File: src/opspan_pkg.sv
// Package for the online price span engine: stack entry type, cell control
// struct and controller state type. Has no dependencies.
`default_nettype none

package opspan_pkg;

    localparam int unsigned PRICE_W = 31;
    localparam int unsigned INDEX_W = 32;

    // One stack entry as held by a cell.
    typedef struct packed {
        logic [PRICE_W-1:0] price;
        logic [INDEX_W-1:0] index;
    } entry_t;

    // Shift commands broadcast to every cell of the chain.
    typedef struct packed {
        logic pop;   // every entry moves one cell toward the top
        logic push;  // every entry moves one cell toward the bottom
    } cell_ctrl_t;

    typedef enum logic [0:0] {
        ST_IDLE,
        ST_SEARCH
    } state_t;

endpackage

`default_nettype wire

File: src/opspan_cell.sv
// One cell of the stack chain: holds a single (price, index) entry.
// Depends on opspan_pkg for the entry and control types.
`default_nettype none

module opspan_cell (
    input  wire logic                   clk,
    input  wire opspan_pkg::cell_ctrl_t ctrl,
    input  wire opspan_pkg::entry_t     from_above,
    input  wire opspan_pkg::entry_t     from_below,
    output opspan_pkg::entry_t          entry
);

    opspan_pkg::entry_t entry_reg;
    opspan_pkg::entry_t entry_next;

    // A pop takes the neighbor below, a push takes the neighbor above.
    always_comb
    begin
        entry_next = entry_reg;
        if (ctrl.pop)
        begin
            entry_next = from_below;
        end
        else if (ctrl.push)
        begin
            entry_next = from_above;
        end
    end

    always_ff @(posedge clk)
    begin
        entry_reg <= entry_next;
    end

    assign entry = entry_reg;

endmodule

`default_nettype wire

File: config.mk
export PLATFORM = sky130hd
export DESIGN_NAME = opspan_cell
export DESIGN_NICKNAME = d
export VERILOG_FILES = /design/src/opspan_pkg.sv /design/src/opspan_cell.sv
export SDC_FILE = /design/constraint.sdc
export NUM_CORES = 1
export LEC_CHECK = 0
export BUFFER_PORTS_ARGS = -buffer_cell sky130_fd_sc_hd__buf_2
export CAP_MARGIN = 15
export CORE_ASPECT_RATIO = 1.75
export CORE_UTILIZATION = 44
export CTS_BUF_LIST = sky130_fd_sc_hd__clkbuf_2
export DETAILED_ROUTE_END_ITERATION = 16
export GPL_ROUTABILITY_DRIVEN = 0
export PLACE_DENSITY_LB_ADDON = 0.08
export SLEW_MARGIN = 20
export SYNTH_ARGS = -nofsm -noshare
export SYNTH_HDL_FRONTEND = slang
export SYNTH_SLANG_ARGS = --single-unit
export TNS_END_PERCENT = 20
File: constraint.sdc
create_clock -name clk -period 2.62 [get_ports clk]
set_input_delay 0.262 -clock clk [delete_from_list [all_inputs] [get_ports clk]]
set_output_delay 0.262 -clock clk [all_outputs]
set_load 0.005 [all_outputs]
Word level (Yosys, flattened, before mapping). Cells that the tools add are included.

Register bits: 63. Input bits: 129. Output and inout port bits: 63. Logic and storage cells: 5.

Multiplexer cells: 2. Reduce and logical (&&, ||, !) cells: 1.

Operator list (number): $mux 63 (2); $reduce_bool 2->1 (1).

Longest topological paths before layout.
Word-level depth: 2. Mapped depth: 3. Gate-level depth less buffers: 1.

Least setup slack after synthesis. Ideal clock, no wire load.

Kind: input -> register. From: input ctrl[1] in the netlist's numbering. To: register entry_reg, in the netlist entry[0], enable pin. Arrival time: 2.008 ns. Setup slack: 0.188 ns. Stages on the path: 3. Cell sequence: buf_6 -> buf_12 -> or2_1.

Cells in the longest elaborated chain, start to end: 1.

RTL lines: start: declaration (RTL line opspan_cell.sv:7) `input wire opspan_pkg::cell_ctrl_t ctrl,`; $reduce_bool 2->1 (no line); end signal: assignment (RTL line opspan_cell.sv:32) `entry_reg <= entry_next;`; end: declaration (RTL line opspan_cell.sv:13) `opspan_pkg::entry_t entry_reg;`.

Every way passes these cells. A chain may end at the register's enable or synchronous reset.

==> metrics.yaml <==
outcome:
  outcome: "finished clean"
cells_and_area:
  fill_cells: 534
  area_delta_synth_final_pct: 41.3
  layout-drive-gt1-share_pct: 78.4
  num_antenna_cells: 0
  seq_area_mm2: 0.00189
  multiInputGateArea_um2: 937
  largest_register_ffs: 63
  nNetsFinal: 471
floorplan:
  initial_core_util_pct: 45.6
  die_area_mm2: 0.00707
  rows: 39
  coreArea_mm2: 0.00649
  io_pins: 192
  die-height_um: 111
  die_x_um: 64.0
power:
  p_int_mw: 1.82
  power_frac_clock_pct: 28.7
  powerDensity_mw_per_mm2: 561
  p_sw_uw: 529
  total_power_mw: 2.34
  ir_drop_mv: 0.356
  switching_share_pct: 22.6
  sequentialPowerShare_pct: 53.7
  p_comb_share_pct: 17.6
  power.leakage_nw: 2.04
clocking:
  h-tree-depth: 3
  cts_sinks: 63
  cts_buffer_depth: 2
  root_buffer: "clkbuf_2"
  postCtsSetupBuffers: 0
  cts_tree: "done"
  clk_pin_slew_ps: 190
  numCtsBuffers: 9
timing:
  finalSetupViolations: 0
  tns_ps: 0
  fmax_ghz: 0.684
  slew_viol_final: 0
  hold_violations: 0
  fin_crit_ps: 1460
  tightest_slew_ps: 551
  fin_crit_sh_pct: 55.8
  max_slew_margin_pct: 63.3
  rsz0062_at_grt: "no"
setup_path:
  end_kind: "flop"
  critPathTopFamily: "buffers and inverters"
  path_class: "in -> reg"
  slowest_delay_ps: 550
  cp.required_ps: 2870
  worstPathArrival_ps: 1720
  crit_slowest_cell: "dlygate4sd3_1"
  path_buf_inv: 3
  critPathMaxFanout: 1
  worstPathCellList: "dlygate4sd3_1 -> buf_2 -> mux2_4 -> dlygate4sd3_1"
  crit_top_cell: "dlygate4sd3_1"
  start_kind: "input port"
routing:
  totalWireLength_um: 5990
  drt-pass1-iter-count: 4
  avgViaCountPerCell: 4.58
  drt-wirelength-per-cell_um: 14.0
  route.detailed.drc: 0
  drt_iter0_markers: 90
  ant_nets: 0
  vias: 1963
grt:
  grt_pass1_vias: 1920
  grt_max_degree: 64
  grt_antenna_before_repair: 0
  track_usage_pct: 17.6
  gr-total-overflow: 0
  grt_pass1_wl_um: 9050
synthesis:
  synth-seq-cells: 63
  synth.cell_area_mm2: 0.00296
  yosysUniqueCellTypes: 6
  yosys_warnings: 0
  yosys.area.top_type: "edfxtp_1"
  yosysTopAreaCellShare_pct: 63.9
  ys_seq_area_share_pct: 63.9
  netlist_instances: 134
  syn_nets: 263
  syn_area_per_cell_um2: 22.1
  synthTopCellsByArea: "edfxtp_1, mux2_4, buf_12"
worst_hold_path:
  hold_path_class: "in -> reg"
  hold_path.startpoint: "from_below[51]"
  whs_endpoint: "entry[51]"
  hold_depth: 2
job:
  cap_violations: 0
placed_design:
  port_buffers: 191
## cells in the final DEF, fill, tap and decap left out, types with 2 or more instances in the layout
cell           netlist  routed
buf_2                0     190
edfxtp_1            63      63
mux2_4              59      59
dlygate4sd3_1        0      11
clkbuf_2             0       9
mux2_2               4       4
bufinv_16            0       2
clkinvlp_4           0       2
buf_12               6       2
## metal layers
layer / global-route usage (%) / up-vias / share of wire [%]
met5: 0 / - / 0
met4: 8.79 / 0 / 2.0
met3: 7.02 / 12 / 9.7
met2: 30.2 / 115 / 54
met1: 17.8 / 891 / 34
li1: - / 945 / -
## cell families (layout without fill, tap and decap cells)
family | count (synthesis) | after routing | share of synthesized area (%)
flip-flops | 63 | 63 | 63.9
multiplexers | 63 | 63 | 31.4
AND/OR/NAND/NOR | 1 | 1 | 0.211
buffers and inverters | 7 | 220 | 4.44
## how the worst max path moves through the flow
stage / start / endpoint / slack [ps] / cells after the start
2_1_floorplan: ctrl[1] / entry[0] / 190 / 3
3_3_place_gp: ctrl[1] / entry[3] / 1160 / 3
3_5_place_dp: ctrl[1] / entry[34] / 1130 / 3
4_1_cts: entry[55] / entry[55] / 1250 / 1
5_1_grt: from_below[26] / entry[26] / 1220 / 4
6_report: from_below[26] / entry[26] / 1160 / 4
## power groups by stage
stage	clock network (mW)	registers [mW]	logic, mW
6_report	0.673	1.26	0.412
2_1_floorplan	0	1.31	0.178
5_1_grt	0.751	1.27	0.446
4_1_cts	0.702	1.26	0.404
3_3_place_gp	0	1.28	0.400
3_5_place_dp	0	1.29	0.402
## layout make-up
type                            count  share of cell area, %
Clock buffer                        9                   1.08
Clock inverter                      7                   2.30
Tap cell                           82                   2.45
Sequential cell                    63                   45.2
Multi-Input combinational cell     64                   22.4
Timing Repair Buffer              204                   26.5
## per-stage QoR
step	cells	util [%]	setup WS (ps)	cell area [um^2]	hold slack, ps
2_1_floorplan	134	-	188	2960	479
3_3_place_gp	402	60.6	1160	3930	563
3_5_place_dp	402	60.6	1130	3930	565
4_1_cts	418	62.7	1250	4070	2.68
5_1_grt	429	64.4	1220	4180	-2.70
6_report	429	64.4	1160	4180	70.5
## synth_stat cells
master and number:
edfxtp_1 63, mux2_4 59, buf_12 6, mux2_2 4, buf_6 1, or2_1 1
## repair_timing
item                                    in CTS  in global routing
hold endpoints to repair                     0                  9
hold buffers                                 0                 11
resized for setup                            0                  0
endpoints found under the setup margin       0                  0
Note: power is estimated with default switching activity, not from simulation.
